File: config.mk
export PLATFORM = sky130hd
export DESIGN_NAME = two_axis_mount_encoder_stepper_top
export DESIGN_NICKNAME = d
export VERILOG_FILES = /design/src/rtl/tame_pkg.sv /design/src/rtl/two_axis_mount_encoder_stepper_top.sv
export SDC_FILE = /design/constraint.sdc
export NUM_CORES = 1
export LEC_CHECK = 0
export ABC_CLOCK_PERIOD_IN_PS = 6240
export BUFFER_PORTS_ARGS = -buffer_cell sky130_fd_sc_hd__buf_2
export CORE_ASPECT_RATIO = 0.9
export CORE_MARGIN = 5
export CORE_UTILIZATION = 35
export DETAILED_ROUTE_END_ITERATION = 10
export HOLD_SLACK_MARGIN = 0.02
export PLACE_DENSITY_LB_ADDON = 0.08
export SLEW_MARGIN = 5
export SYNTH_ARGS = -nofsm -noshare
export SYNTH_HDL_FRONTEND = slang
export SYNTH_SLANG_ARGS = --single-unit
File: constraint.sdc
create_clock -name clk -period 6.24 [get_ports clk]
set_input_delay 0.936 -clock clk [delete_from_list [all_inputs] [get_ports clk]]
set_output_delay 0.936 -clock clk [all_outputs]
set_load 0.01 [all_outputs]
File: src/rtl/tame_pkg.sv
package tame_pkg;

    // Field widths fixed by the port list.
    localparam int RATE_W    = 16;
    localparam int ELAPSED_W = 16;
    localparam int POS_W     = 21;
    localparam int CMD_W     = 3;

    // One revolution is a power of two, so wrapping is a plain modular add.
    localparam int AZ_W          = 21;
    localparam int STEPS_PER_REV = 1 << AZ_W;

    localparam int ALT_LIMIT = 524288;

    // Product of elapsed time and slew rate.
    localparam int STEP_W    = ELAPSED_W + RATE_W;
    // Altitude count plus or minus a full step count, with a sign bit to spare.
    localparam int ALT_SUM_W = STEP_W + 2;
    // Distance between two altitude counts.
    localparam int DIST_W    = POS_W + 1;

    localparam logic [RATE_W-1:0] SLEW_RATE_RESET = RATE_W'(1024);

    localparam logic signed [POS_W-1:0]     ALT_MAX     = POS_W'(ALT_LIMIT);
    localparam logic signed [POS_W-1:0]     ALT_MIN     = -POS_W'(ALT_LIMIT);
    localparam logic signed [ALT_SUM_W-1:0] ALT_SUM_MAX = ALT_SUM_W'(ALT_LIMIT);
    localparam logic signed [ALT_SUM_W-1:0] ALT_SUM_MIN = -ALT_SUM_W'(ALT_LIMIT);

    localparam logic [AZ_W-1:0] HALF_REV = AZ_W'(STEPS_PER_REV / 2);

    localparam logic DIR_FWD = 1'b1;
    localparam logic DIR_REV = 1'b0;

    typedef enum logic [CMD_W-1:0] {
        CMD_TICK      = 3'd0,
        CMD_GOTO      = 3'd1,
        CMD_MOVE_ALT  = 3'd2,
        CMD_MOVE_AZ   = 3'd3,
        CMD_ABORT     = 3'd4
    } cmd_t;

    typedef enum logic [1:0] {
        MODE_STOPPED = 2'd0,
        MODE_SLEW    = 2'd1,
        MODE_SLEW_TO = 2'd2
    } mode_t;

endpackage

File: src/rtl/two_axis_mount_encoder_stepper_top.sv
// Two-axis mount position engine.
// Input channel (in_valid / in_stall) carries one command word: tick, goto,
// move one axis, or abort. Output channel (out_valid / out_stall) returns one
// word per command with both encoder positions, both axis modes and the goto
// busy flag as they stand after that command.
// The slew rate register is written through cfg_write / cfg_data; the user
// must write it only while the block is idle (the block does not enforce
// this). It resets to 1024 steps per time unit. The first stage registers
// the command and the product elapsed_units times slew rate; the second
// stage does the add, wrap, clamp and compare for both axes and updates
// the axis state, which is also the result register.
// Throughput is one command per cycle while the receiver takes words.
// When the receiver stalls, the result word holds, the command stage keeps
// one command waiting, and in_stall rises once that stage is full.
// Reset clears both positions and goals, stops both axes, sets both
// directions forward, clears the goto flag and empties both stages.
module two_axis_mount_encoder_stepper_top (
    input  logic                                 clk,
    input  logic                                 rst_n,
    input  logic                                 cfg_write,
    input  logic [tame_pkg::RATE_W-1:0]          cfg_data,
    input  logic                                 in_valid,
    output logic                                 in_stall,
    input  logic [tame_pkg::CMD_W-1:0]           cmd,
    input  logic [tame_pkg::ELAPSED_W-1:0]       elapsed_units,
    input  logic [tame_pkg::POS_W-1:0]           target_azimuth_steps,
    input  logic signed [tame_pkg::POS_W-1:0]    target_altitude_steps,
    input  logic                                 move_forward,
    input  logic                                 move_start,
    output logic                                 out_valid,
    input  logic                                 out_stall,
    output logic [tame_pkg::POS_W-1:0]           azimuth_position,
    output logic signed [tame_pkg::POS_W-1:0]    altitude_position,
    output logic [1:0]                           azimuth_mode,
    output logic [1:0]                           altitude_mode,
    output logic                                 goto_busy
);

    localparam int AZ_W      = tame_pkg::AZ_W;
    localparam int POS_W     = tame_pkg::POS_W;
    localparam int STEP_W    = tame_pkg::STEP_W;
    localparam int ALT_SUM_W = tame_pkg::ALT_SUM_W;
    localparam int DIST_W    = tame_pkg::DIST_W;

    logic [tame_pkg::RATE_W-1:0] slew_rate_reg;

    // Command stage.
    logic                          s1_valid_reg;
    logic [tame_pkg::CMD_W-1:0]    cmd_reg;
    logic [STEP_W-1:0]             steps_reg;
    logic [POS_W-1:0]              tgt_az_reg;
    logic signed [POS_W-1:0]       tgt_alt_reg;
    logic                          fwd_reg;
    logic                          start_reg;

    // Axis state, which doubles as the result word.
    logic                          out_valid_reg;
    logic [AZ_W-1:0]               az_count_reg, az_count_next;
    logic signed [POS_W-1:0]       alt_count_reg, alt_count_next;
    logic [AZ_W-1:0]               az_goal_reg, az_goal_next;
    logic signed [POS_W-1:0]       alt_goal_reg, alt_goal_next;
    tame_pkg::mode_t               az_state_reg, az_state_next;
    tame_pkg::mode_t               alt_state_reg, alt_state_next;
    logic                          az_dir_reg, az_dir_next;
    logic                          alt_dir_reg, alt_dir_next;
    logic                          goto_flag_reg, goto_flag_next;

    logic out_load;
    logic advance;
    logic in_accept;

    // Tick datapath.
    logic                          whole_rev;
    logic [AZ_W-1:0]               az_steps;
    logic [AZ_W-1:0]               az_now;
    logic                          az_found;
    logic [STEP_W-1:0]             alt_delta;
    logic signed [ALT_SUM_W-1:0]   alt_base;
    logic signed [ALT_SUM_W-1:0]   alt_delta_s;
    logic signed [ALT_SUM_W-1:0]   alt_sum;
    logic                          alt_hit_hi;
    logic                          alt_hit_lo;
    logic signed [POS_W-1:0]       alt_clamped;
    logic signed [DIST_W-1:0]      alt_diff;
    logic [DIST_W-1:0]             alt_dist;
    logic                          alt_reached;

    // Goto datapath.
    logic [AZ_W-1:0]               az_goal_in;
    logic signed [POS_W-1:0]       alt_goal_in;
    logic [AZ_W-1:0]               az_fwd_dist;
    logic [AZ_W-1:0]               az_rev_dist;

    assign out_load  = !out_valid_reg || !out_stall;
    assign advance   = s1_valid_reg && out_load;
    assign in_stall  = s1_valid_reg && !out_load;
    assign in_accept = in_valid && !in_stall;

    always_ff @(posedge clk or negedge rst_n)
    begin
        if (!rst_n)
        begin
            slew_rate_reg <= tame_pkg::SLEW_RATE_RESET;
        end
        else if (cfg_write)
        begin
            slew_rate_reg <= cfg_data;
        end
    end

    always_ff @(posedge clk or negedge rst_n)
    begin
        if (!rst_n)
        begin
            s1_valid_reg <= 1'b0;
        end
        else if (in_accept)
        begin
            s1_valid_reg <= 1'b1;
        end
        else if (advance)
        begin
            s1_valid_reg <= 1'b0;
        end
    end

    // User must set the slew rate only when idle (unenforced), so multiply here.
    always_ff @(posedge clk)
    begin
        if (in_accept)
        begin
            cmd_reg     <= cmd;
            steps_reg   <= STEP_W'(elapsed_units) * STEP_W'(slew_rate_reg);
            tgt_az_reg  <= target_azimuth_steps;
            tgt_alt_reg <= target_altitude_steps;
            fwd_reg     <= move_forward;
            start_reg   <= move_start;
        end
    end

    // Azimuth tick: one revolution is a power of two, so the step count
    // reduced modulo a revolution is its low bits.
    always_comb
    begin
        whole_rev = |steps_reg[STEP_W-1:AZ_W];
        az_steps  = steps_reg[AZ_W-1:0];
        az_now    = (az_dir_reg == tame_pkg::DIR_FWD) ? az_count_reg + az_steps
                                                      : az_count_reg - az_steps;
        // The goal counts as met if it lies on the arc just swept, ends included.
        if (whole_rev)
        begin
            az_found = 1'b1;
        end
        else if (az_dir_reg == tame_pkg::DIR_FWD)
        begin
            if (az_now < az_count_reg)
            begin
                az_found = (az_goal_reg >= az_count_reg) || (az_goal_reg <= az_now);
            end
            else
            begin
                az_found = (az_goal_reg >= az_count_reg) && (az_goal_reg <= az_now);
            end
        end
        else
        begin
            if (az_now > az_count_reg)
            begin
                az_found = (az_goal_reg <= az_count_reg) || (az_goal_reg >= az_now);
            end
            else
            begin
                az_found = (az_goal_reg >= az_now) && (az_goal_reg <= az_count_reg);
            end
        end
    end

    // Altitude tick: free slewing moves by the reduced count, slewing to a
    // target moves by the full count. Both clamp at the limits.
    always_comb
    begin
        alt_delta   = (alt_state_reg == tame_pkg::MODE_SLEW) ? STEP_W'(az_steps) : steps_reg;
        alt_base    = ALT_SUM_W'(alt_count_reg);
        alt_delta_s = signed'({2'b00, alt_delta});
        alt_sum     = (alt_dir_reg == tame_pkg::DIR_FWD) ? alt_base + alt_delta_s
                                                         : alt_base - alt_delta_s;
        alt_hit_hi  = alt_sum > tame_pkg::ALT_SUM_MAX;
        alt_hit_lo  = alt_sum < tame_pkg::ALT_SUM_MIN;
        if (alt_hit_hi)
        begin
            alt_clamped = tame_pkg::ALT_MAX;
        end
        else if (alt_hit_lo)
        begin
            alt_clamped = tame_pkg::ALT_MIN;
        end
        else
        begin
            alt_clamped = alt_sum[POS_W-1:0];
        end
        alt_diff    = DIST_W'(alt_goal_reg) - DIST_W'(alt_count_reg);
        alt_dist    = (alt_diff < 0) ? DIST_W'(-alt_diff) : DIST_W'(alt_diff);
        alt_reached = STEP_W'(alt_dist) <= steps_reg;
    end

    // Goto targets: the azimuth target already lies within one revolution.
    always_comb
    begin
        az_goal_in = tgt_az_reg[AZ_W-1:0];
        if (tgt_alt_reg > tame_pkg::ALT_MAX)
        begin
            alt_goal_in = tame_pkg::ALT_MAX;
        end
        else if (tgt_alt_reg < tame_pkg::ALT_MIN)
        begin
            alt_goal_in = tame_pkg::ALT_MIN;
        end
        else
        begin
            alt_goal_in = tgt_alt_reg;
        end
        az_fwd_dist = az_goal_in - az_count_reg;
        az_rev_dist = az_count_reg - az_goal_in;
    end

    always_comb
    begin
        az_count_next  = az_count_reg;
        alt_count_next = alt_count_reg;
        az_goal_next   = az_goal_reg;
        alt_goal_next  = alt_goal_reg;
        az_state_next  = az_state_reg;
        alt_state_next = alt_state_reg;
        az_dir_next    = az_dir_reg;
        alt_dir_next   = alt_dir_reg;
        goto_flag_next = goto_flag_reg;
        case (cmd_reg)
            tame_pkg::CMD_TICK:
            begin
                if (az_state_reg == tame_pkg::MODE_SLEW)
                begin
                    az_count_next = az_now;
                end
                else if (az_state_reg == tame_pkg::MODE_SLEW_TO)
                begin
                    if (az_found)
                    begin
                        az_count_next = az_goal_reg;
                        az_state_next = tame_pkg::MODE_STOPPED;
                    end
                    else
                    begin
                        az_count_next = az_now;
                    end
                end
                if (alt_state_reg == tame_pkg::MODE_SLEW_TO && alt_reached)
                begin
                    alt_count_next = alt_goal_reg;
                    alt_state_next = tame_pkg::MODE_STOPPED;
                end
                else if (alt_state_reg == tame_pkg::MODE_SLEW
                         || alt_state_reg == tame_pkg::MODE_SLEW_TO)
                begin
                    alt_count_next = alt_clamped;
                    if (alt_hit_hi || alt_hit_lo)
                    begin
                        alt_state_next = tame_pkg::MODE_STOPPED;
                    end
                end
                if (az_state_next == tame_pkg::MODE_STOPPED
                    && alt_state_next == tame_pkg::MODE_STOPPED)
                begin
                    goto_flag_next = 1'b0;
                end
            end
            tame_pkg::CMD_GOTO:
            begin
                az_goal_next  = az_goal_in;
                alt_goal_next = alt_goal_in;
                if (alt_goal_in == alt_count_reg)
                begin
                    alt_state_next = tame_pkg::MODE_STOPPED;
                end
                else
                begin
                    alt_dir_next   = (alt_goal_in > alt_count_reg) ? tame_pkg::DIR_FWD
                                                                   : tame_pkg::DIR_REV;
                    alt_state_next = tame_pkg::MODE_SLEW_TO;
                end
                // Take the shorter way round; an exact half turn goes in reverse
                // from below and forward from above.
                if (az_goal_in == az_count_reg)
                begin
                    az_state_next = tame_pkg::MODE_STOPPED;
                end
                else
                begin
                    if (az_goal_in > az_count_reg)
                    begin
                        az_dir_next = (az_fwd_dist < tame_pkg::HALF_REV) ? tame_pkg::DIR_FWD
                                                                         : tame_pkg::DIR_REV;
                    end
                    else
                    begin
                        az_dir_next = (az_rev_dist < tame_pkg::HALF_REV) ? tame_pkg::DIR_REV
                                                                         : tame_pkg::DIR_FWD;
                    end
                    az_state_next = tame_pkg::MODE_SLEW_TO;
                end
                goto_flag_next = 1'b1;
            end
            tame_pkg::CMD_MOVE_ALT:
            begin
                alt_dir_next   = fwd_reg;
                alt_state_next = start_reg ? tame_pkg::MODE_SLEW : tame_pkg::MODE_STOPPED;
            end
            tame_pkg::CMD_MOVE_AZ:
            begin
                az_dir_next   = fwd_reg;
                az_state_next = start_reg ? tame_pkg::MODE_SLEW : tame_pkg::MODE_STOPPED;
            end
            tame_pkg::CMD_ABORT:
            begin
                az_state_next  = tame_pkg::MODE_STOPPED;
                alt_state_next = tame_pkg::MODE_STOPPED;
                goto_flag_next = 1'b0;
            end
            default:
            begin
                goto_flag_next = goto_flag_reg;
            end
        endcase
    end

    always_ff @(posedge clk or negedge rst_n)
    begin
        if (!rst_n)
        begin
            out_valid_reg <= 1'b0;
            az_count_reg  <= '0;
            alt_count_reg <= '0;
            az_goal_reg   <= '0;
            alt_goal_reg  <= '0;
            az_state_reg  <= tame_pkg::MODE_STOPPED;
            alt_state_reg <= tame_pkg::MODE_STOPPED;
            az_dir_reg    <= tame_pkg::DIR_FWD;
            alt_dir_reg   <= tame_pkg::DIR_FWD;
            goto_flag_reg <= 1'b0;
        end
        else
        begin
            if (out_load)
            begin
                out_valid_reg <= advance;
            end
            if (advance)
            begin
                az_count_reg  <= az_count_next;
                alt_count_reg <= alt_count_next;
                az_goal_reg   <= az_goal_next;
                alt_goal_reg  <= alt_goal_next;
                az_state_reg  <= az_state_next;
                alt_state_reg <= alt_state_next;
                az_dir_reg    <= az_dir_next;
                alt_dir_reg   <= alt_dir_next;
                goto_flag_reg <= goto_flag_next;
            end
        end
    end

    assign out_valid         = out_valid_reg;
    assign azimuth_position  = POS_W'(az_count_reg);
    assign altitude_position = alt_count_reg;
    assign azimuth_mode      = az_state_reg;
    assign altitude_mode     = alt_state_reg;
    assign goto_busy         = goto_flag_reg;

`ifndef SYNTH
    // The altitude axis never leaves its travel range.
    assert property (@(posedge clk) disable iff (!rst_n)
        (alt_count_reg <= tame_pkg::ALT_MAX) && (alt_count_reg >= tame_pkg::ALT_MIN))
        else $error("altitude count outside its limits");

    // An abort leaves both axes stopped and the goto flag clear.
    assert property (@(posedge clk) disable iff (!rst_n)
        (advance && cmd_reg == tame_pkg::CMD_ABORT) |=>
        (az_state_reg == tame_pkg::MODE_STOPPED && alt_state_reg == tame_pkg::MODE_STOPPED
         && !goto_flag_reg && out_valid_reg))
        else $error("abort did not stop the mount");

    // A tick that stops both axes ends any goto.
    assert property (@(posedge clk) disable iff (!rst_n)
        (advance && cmd_reg == tame_pkg::CMD_TICK
         && az_state_next == tame_pkg::MODE_STOPPED
         && alt_state_next == tame_pkg::MODE_STOPPED) |=> !goto_flag_reg)
        else $error("goto flag left set with both axes stopped");

    // An empty command stage never holds off the sender.
    assert property (@(posedge clk) disable iff (!rst_n)
        !s1_valid_reg |-> !in_stall)
        else $error("input stalled with an empty command stage");
`endif

endmodule

After elaboration in Yosys (flattened, before gate mapping) --
Index checks and enable logic that the tools add are counted.
Operators by class: $add $sub $neg 8, $mul 1, order comparisons 16, equality and inequality tests 13, multiplexer cells 42, reduce and logical (&&, ||, !) cells 36
Operator list (number):
- $mux W21 | 10
- $gt A21 B21 Y1 | 3
- $sub A21 B21 Y21 | 3
- $eq A21 B21 Y1 | 2
- $ge A21 B21 Y1 | 2
- $le A21 B21 Y1 | 2
- $lt A21 B21 Y1 const B | 2
- $add A21 B33 Y34 | 1
- $gt A34 B21 Y1 const B | 1
- $lt A34 B20 Y1 const B | 1
- $mux W34 | 1
- $sub A21 B33 Y34 | 1
- $le A22 B32 Y1 | 1
- $mul A16 B16 Y32 | 1
- $mux W32 | 1
- $lt A22 B1 Y1 const B | 1
- $mux W22 | 1
- $neg A22 Y22 | 1
- $sub A21 B21 Y22 | 1
- $add A21 B21 Y21 | 1
- $gt A21 B21 Y1 const B | 1
- $lt A21 B20 Y1 const B | 1
- $lt A21 B21 Y1 | 1
- $mux W2 | 10
- 21 further kinds | 66
Storage, ports and cells: bits in registers 188, input bits 84

Depth between registers and ports, before layout --
Gate-level depths: netlist of the first run.
word-level depth 15, gate-level depth with buffers 34, gate-level depth less buffers 32

Worst setup path after synthesis of the first run --
OpenSTA, ideal clock, no wires.
path type input -> register, start point input port elapsed_units[8] in the netlist's numbering, end point register steps_reg[31], data pin, library setup time 0.259 ns, arrival time 7.039 ns, required time 5.981 ns, path slack -1.058 ns, stages 26, path buffers 1, cells stage by stage clkbuf_1 > nand2_1 > fa_1 > inv_1 > fa_1 > inv_1 > fa_1 > inv_1 > fa_1 > inv_1 > fa_1 > inv_1 > fa_1 > ha_1 > and3_1 > and3_1 > o221ai_1 > nand2_1 > o41ai_1 > a21oi_1 > a221oi_1 > a21oi_1 > a211o_1 > a21o_1 > a21oi_1 > xnor2_1
On the way: word-level cells in the longest chain between the ends 1
Ends and longest elaborated chain:
- start, declared | RTL line two_axis_mount_encoder_stepper_top.sv:25 | input logic [tame_pkg::ELAPSED_W-1:0] elapsed_units,
- $mul A16 B16 Y32 | RTL line two_axis_mount_encoder_stepper_top.sv:133 | steps_reg <= STEP_W'(elapsed_units) * STEP_W'(slew_rate_reg);
- end signal, assigned | RTL line two_axis_mount_encoder_stepper_top.sv:133
- end, declared | RTL line two_axis_mount_encoder_stepper_top.sv:50 | logic [STEP_W-1:0] steps_reg;
No other way between the ends. A chain may end at the register's enable or synchronous reset.

Worst setup path in the final report of the first run --
Same ends and word-level chain as after synthesis.

==> results of run 1 <==
[critical path, delay by kind of cell]
family                     cells  cell delay (ps)
AOI/OAI and AO/OA              8             1650
adders and majority gates      7             3260
xor gates and xnor gates       1               70
and+or+nand+nor                4              530
buffers and inverters          6              360
[metrics by stage]
stage               hold WS, ps   util
finish                      535  0.436
global route                569  0.436
CTS                         539  0.427
detailed placement          523  0.402
global placement            515  0.402
floorplan                   470      -
[kinds of logic after synthesis]
logic type,count (synthesis),share of synthesized area
and+or+nand+nor,885,0.174
AOI/OAI and AO/OA,562,0.143
adders and majority gates,527,0.326
buffers and inverters,452,0.0697
DFF,188,0.206
xor gates and xnor gates,145,0.0514
muxes,66,0.0289
[final timing paths]
check                                       from               end  slack (ps)  cells after the start
max in group asynchronous                  rst_n  slew_rate_reg[8]        5120                      2
worst min-delay path              az_goal_reg[0]    az_goal_reg[0]         540                      2
min in group asynchronous                  rst_n    az_goal_reg[8]         550                      2
worst max register to register  slew_rate_reg[3]     steps_reg[31]        -300                     24
worst max-delay path            elapsed_units[8]     steps_reg[31]        -340                     26
worst min register to register    az_goal_reg[0]    az_goal_reg[0]         540                      2
[cell usage in the layout (no fill, tap or decap), types with 40 or more instances in the layout]
| cell | n |
|---|---|
| a21o_1 | 71 |
| nor2_1 | 171 |
| buf_2 | 119 |
| xor2_1 | 44 |
| a21oi_1 | 122 |
| nand2_1 | 293 |
| fa_1 | 194 |
| and2_1 | 127 |
| dfrtp_1 | 96 |
| edfxtp_1 | 79 |
| inv_1 | 351 |
| xnor2_1 | 94 |
| buf_4 | 275 |
| a31oi_1 | 42 |
| o21ai_0 | 113 |
| mux2_2 | 40 |
| ha_1 | 307 |
[per-layer routing]
metal  vias to the layer above  part of all wire  GRT usage
met5                         -                 0          0
met4                         0             0.016     0.0431
met3                        64             0.032     0.0247
met2                       358              0.49      0.382
met1                     10500              0.46      0.281
li1                      10400                 -          -
[cell type report]
cell class | count | area [um^2]
flip-flops and latches | 188 | 5120
fillers | 7029 | 39500
clock inverters | 10 | 85.1
clock buffers | 21 | 440
repair buffers | 447 | 3470
multi-input cells | 2185 | 18800
well taps | 940 | 1180
inverters | 365 | 1370
[repair_timing]
action,in CTS,in global routing
resized for setup,142,121
setup endpoints to repair,33,58
cloned,5,2
pin swaps,88,88
setup buffers,67,27
==> results.json, run 1 <==
{
  "status": "finished, violations left",
  "violations": "negative setup slack",
  "worstMarginPinSlew_ps": 1050,
  "fin_area_um2": 30500,
  "cpMaxStageDelayCell": "fa_1",
  "synth.most_common_cell": "inv_1",
  "crit_top_cell": "fa_1",
  "antenna_found_initial": 3,
  "drive_gt1_frac": 0.218,
  "drc": 0,
  "drt-initial-drc-count": 989,
  "drt_wl_total_um": 81500,
  "dr.pass1.iters": 5,
  "cp_max_fo": 4,
  "slew_violations": 0,
  "relSlewSlack": 0.296,
  "core-area_um2": 70000,
  "avgSynthCellArea_um2": 8.75,
  "dp_hpwl_um": 64400,
  "rows": 92,
  "grt_use_total": 0.213,
  "synth_edf_count": 79,
  "fin_crit_ps": 6580,
  "pre_cts_ws_ps": -1080,
  "critPathArrivalTime_ps": 6810,
  "htreeDepth": 4,
  "via_per_inst": 5.13,
  "cts_tree": "done",
  "yosys_warnings": 0,
  "largest_reg_flops": 32,
  "syn_to_final_growth_pct": 23.4,
  "startpoint_type": "primary input",
  "dieArea_um2": 76100,
  "syn-num-nets": 3435,
  "clock-sinks": 188,
  "clkTransAtPathRegs_ps": 80,
  "synth.ff_latch_count": 188,
  "finalWorstSetupSlack_ps": -339,
  "end_kind": "flop",
  "grt_pass1_wl_um": 128000,
  "post_drt_wl_per_cell_um": 19.6,
  "ios": 133,
  "antennaDiodeCount": 0,
  "synth.largest_area_cell": "ha_1",
  "ys_types": 76,
  "final_cells": 4156,
  "final.period_utilization": 1.05,
  "synth_common_cells": "365 x inv_1, 329 x ha_1, 315 x nand2_1, 197 x fa_1, 178 x nor2_1",
  "ys_seq_area_frac": 0.206,
  "die_width_um": 290,
  "die_h_um": 262,
  "overflow": 0,
  "clock_skew_ps": 25.3,
  "rsz0062_at_grt": "true",
  "min_path_type": "flop to flop",
  "cts_made_buffers": 17,
  "max_clock_freq_ghz": 0.152,
  "grt_pass1_vias": 22300,
  "timing.final.hold_violations": 0,
  "synthCells": 2825,
  "synth_top_cells_by_area": "ha_1 17%, fa_1 16%, dfrtp_1 11%, edfxtp_1 9.6%, inv_1 5.5%",
  "vias": 21300,
  "grt_max_degree": 110,
  "ys.flop_type": "dfrtp_1",
  "synth_top_area_frac": 0.167,
  "cts.path.max_buffers": 2,
  "critPathKind": "primary input to flop",
  "drtAntennaViolNets": 0,
  "holdBufCountCts": 0,
  "slowest_delay_ps": 540,
  "clkLatencyLatePin_ps": 500,
  "gp_congestion": 0.910,
  "drv_cap": 0,
  "cp.required_ps": 6470,
  "syn_area_um2": 24700,
  "synthArstFlopShare": 0.580,
  "dp.cells": 4042,
  "port_buffers": 132,
  "root_buffer": "clkbuf_16",
  "start_util": 0.353,
  "final_net_count": 3814,
  "fin_setup_tns_ps": -3840,
  "setup_viol": 27,
  "place_area_um2": 28200
}
Power of run 1 is left out: the tool's default activity adds up to more than one toggle a clock period on the data nets, which glitch-free logic cannot reach.
==> inputs of run 2 (changes only) <==
- SKIP_CTS_REPAIR_TIMING: default -> 1
==> run 2 against run 1 <==
Effect of this change:
- the flow still finishes with violations (negative setup slack)
- register-to-register slack worse by 90 ps
- clock skew down 1.5 ps
- final cell count is 1.3% lower
- worst setup slack lost 67 ps
- die area unchanged
- largest cell class unchanged
==> results.json, run 2 (synthesis results as in run 1) <==
{
  "worst_r2r_startpoint": "slew_rate_reg[4]",
  "pre_cts_ws_ps": -1080,
  "end_kind": "flop",
  "cp_max_fo": 5,
  "htreeDepth": 4,
  "grt_use_total": 0.205,
  "fillCellCount": 7120,
  "start_util": 0.353,
  "vias": 21000,
  "met2_usage": 0.358,
  "reg2reg_depth": 24,
  "final_net_count": 3760,
  "use_met3": 0.0288,
  "clock_skew_ps": 23.9,
  "cts_tree": "done",
  "clkLatencyLatePin_ps": 500,
  "grt_pass1_vias": 21700,
  "drv_cap": 0,
  "finalWorstSetupSlack_ps": -406,
  "relSlewSlack": 0.163,
  "core-area_um2": 70000,
  "drt-initial-drc-count": 1032,
  "dr.pass1.iters": 5,
  "ios": 133,
  "fin_crit_ps": 6650,
  "syn_to_final_growth_pct": 20.0,
  "clkTransAtPathRegs_ps": 80,
  "grt_max_degree": 110,
  "drive_gt1_frac": 0.195,
  "final.period_utilization": 1.07,
  "min_path_type": "flop to flop",
  "top_usage_layer": "met2",
  "violations": "negative setup slack",
  "die_h_um": 262,
  "cts.path.max_buffers": 2,
  "grt_pass1_wl_um": 123000,
  "port_buffers": 132,
  "met1_usage": 0.270,
  "setup_viol": 20,
  "via_per_inst": 5.12,
  "antennaDiodeCount": 0,
  "hp-start": "az_goal_reg[0]",
  "regArea_um2": 5120,
  "root_buffer": "clkbuf_16",
  "post_drt_wl_per_cell_um": 19.4,
  "dieArea_um2": 76100,
  "cts_made_buffers": 17,
  "largest_reg_flops": 32,
  "whs_ps": 533,
  "drc": 0,
  "worstMarginPinSlew_ps": 1240,
  "startpoint_type": "primary input",
  "timing.final.hold_violations": 0,
  "die_width_um": 290,
  "crit_start": "elapsed_units[9]",
  "hold_path_depth": 2,
  "dp_hpwl_um": 64400,
  "gp_congestion": 0.910,
  "cp.required_ps": 6470,
  "final_cell_mix": "355 x inv_1, 314 x ha_1, 295 x nand2_1, 242 x buf_4, 193 x fa_1",
  "max_clock_freq_ghz": 0.150,
  "final_util": 0.424,
  "rows": 92,
  "final_common_cell": "inv_1",
  "slew_violations": 0,
  "critPathKind": "primary input to flop",
  "status": "finished, violations left",
  "drt_wl_total_um": 79500,
  "rsz0062_at_grt": "true",
  "antenna_found_initial": 3,
  "clock-sinks": 188,
  "multi_input_area_um2": 18600,
  "drtAntennaViolNets": 0,
  "overflow": 0,
  "critPathArrivalTime_ps": 6880
}
run 2: through the flow:
| step | cells | TNS [ps] | area [um^2] |
|---|---|---|---|
| after floorplan | 2825 | -2560 | 24900 |
| after global placement | 4042 | -18820 | 28200 |
| after detailed placement | 4042 | -18820 | 28200 |
| after CTS | 4073 | -15010 | 28700 |
| after global routing | 4102 | -8440 | 29700 |
| final | 4102 | -1610 | 29700 |
run 2: worst max-delay path, cell delays in order:
cell and delay, ps:
clkbuf_4 150, nand2_1 80, fa_1 520, inv_2 40, fa_1 520, inv_1 50, fa_1 490, inv_1 50
fa_1 480, inv_1 50, fa_1 520, inv_2 40, fa_1 540, ha_4 210, and3_4 180, and3_4 190
o221ai_4 60, nand2_2 100, o41ai_4 370, a21oi_2 120, a221oi_2 320, a21oi_2 110, a211o_1 320, a21o_1 190
a21oi_2 140, xnor2_1 70
run 2: path summary, 6_finish.rpt:
kind	endpoint	slack (ps)
hold / removal	az_goal_reg[0]	530
setup / recovery	steps_reg[31]	-410
min in group asynchronous	az_goal_reg[9]	550
hold reg to reg	az_goal_reg[0]	530
max in group asynchronous	slew_rate_reg[7]	5120
setup reg to reg	steps_reg[31]	-390
run 2: final cells by class:
type,instances,share of cell area
Clock inverter,10,0.00287
Timing Repair Buffer,393,0.0960
Clock buffer,21,0.0148
Sequential cell,188,0.172
Multi-Input combinational cell,2185,0.628
Tap cell,940,0.0396
Inverter,365,0.0462
run 2: metal layers:
| metal | wire length (um) | vias up |
|---|---|---|
| met5 | 0 | - |
| met4 | 1550 | 0 |
| met3 | 2520 | 75 |
| met2 | 38500 | 347 |
| met1 | 36900 | 10300 |
| li1 | - | 10200 |
Power of run 2 is left out for the same reason.
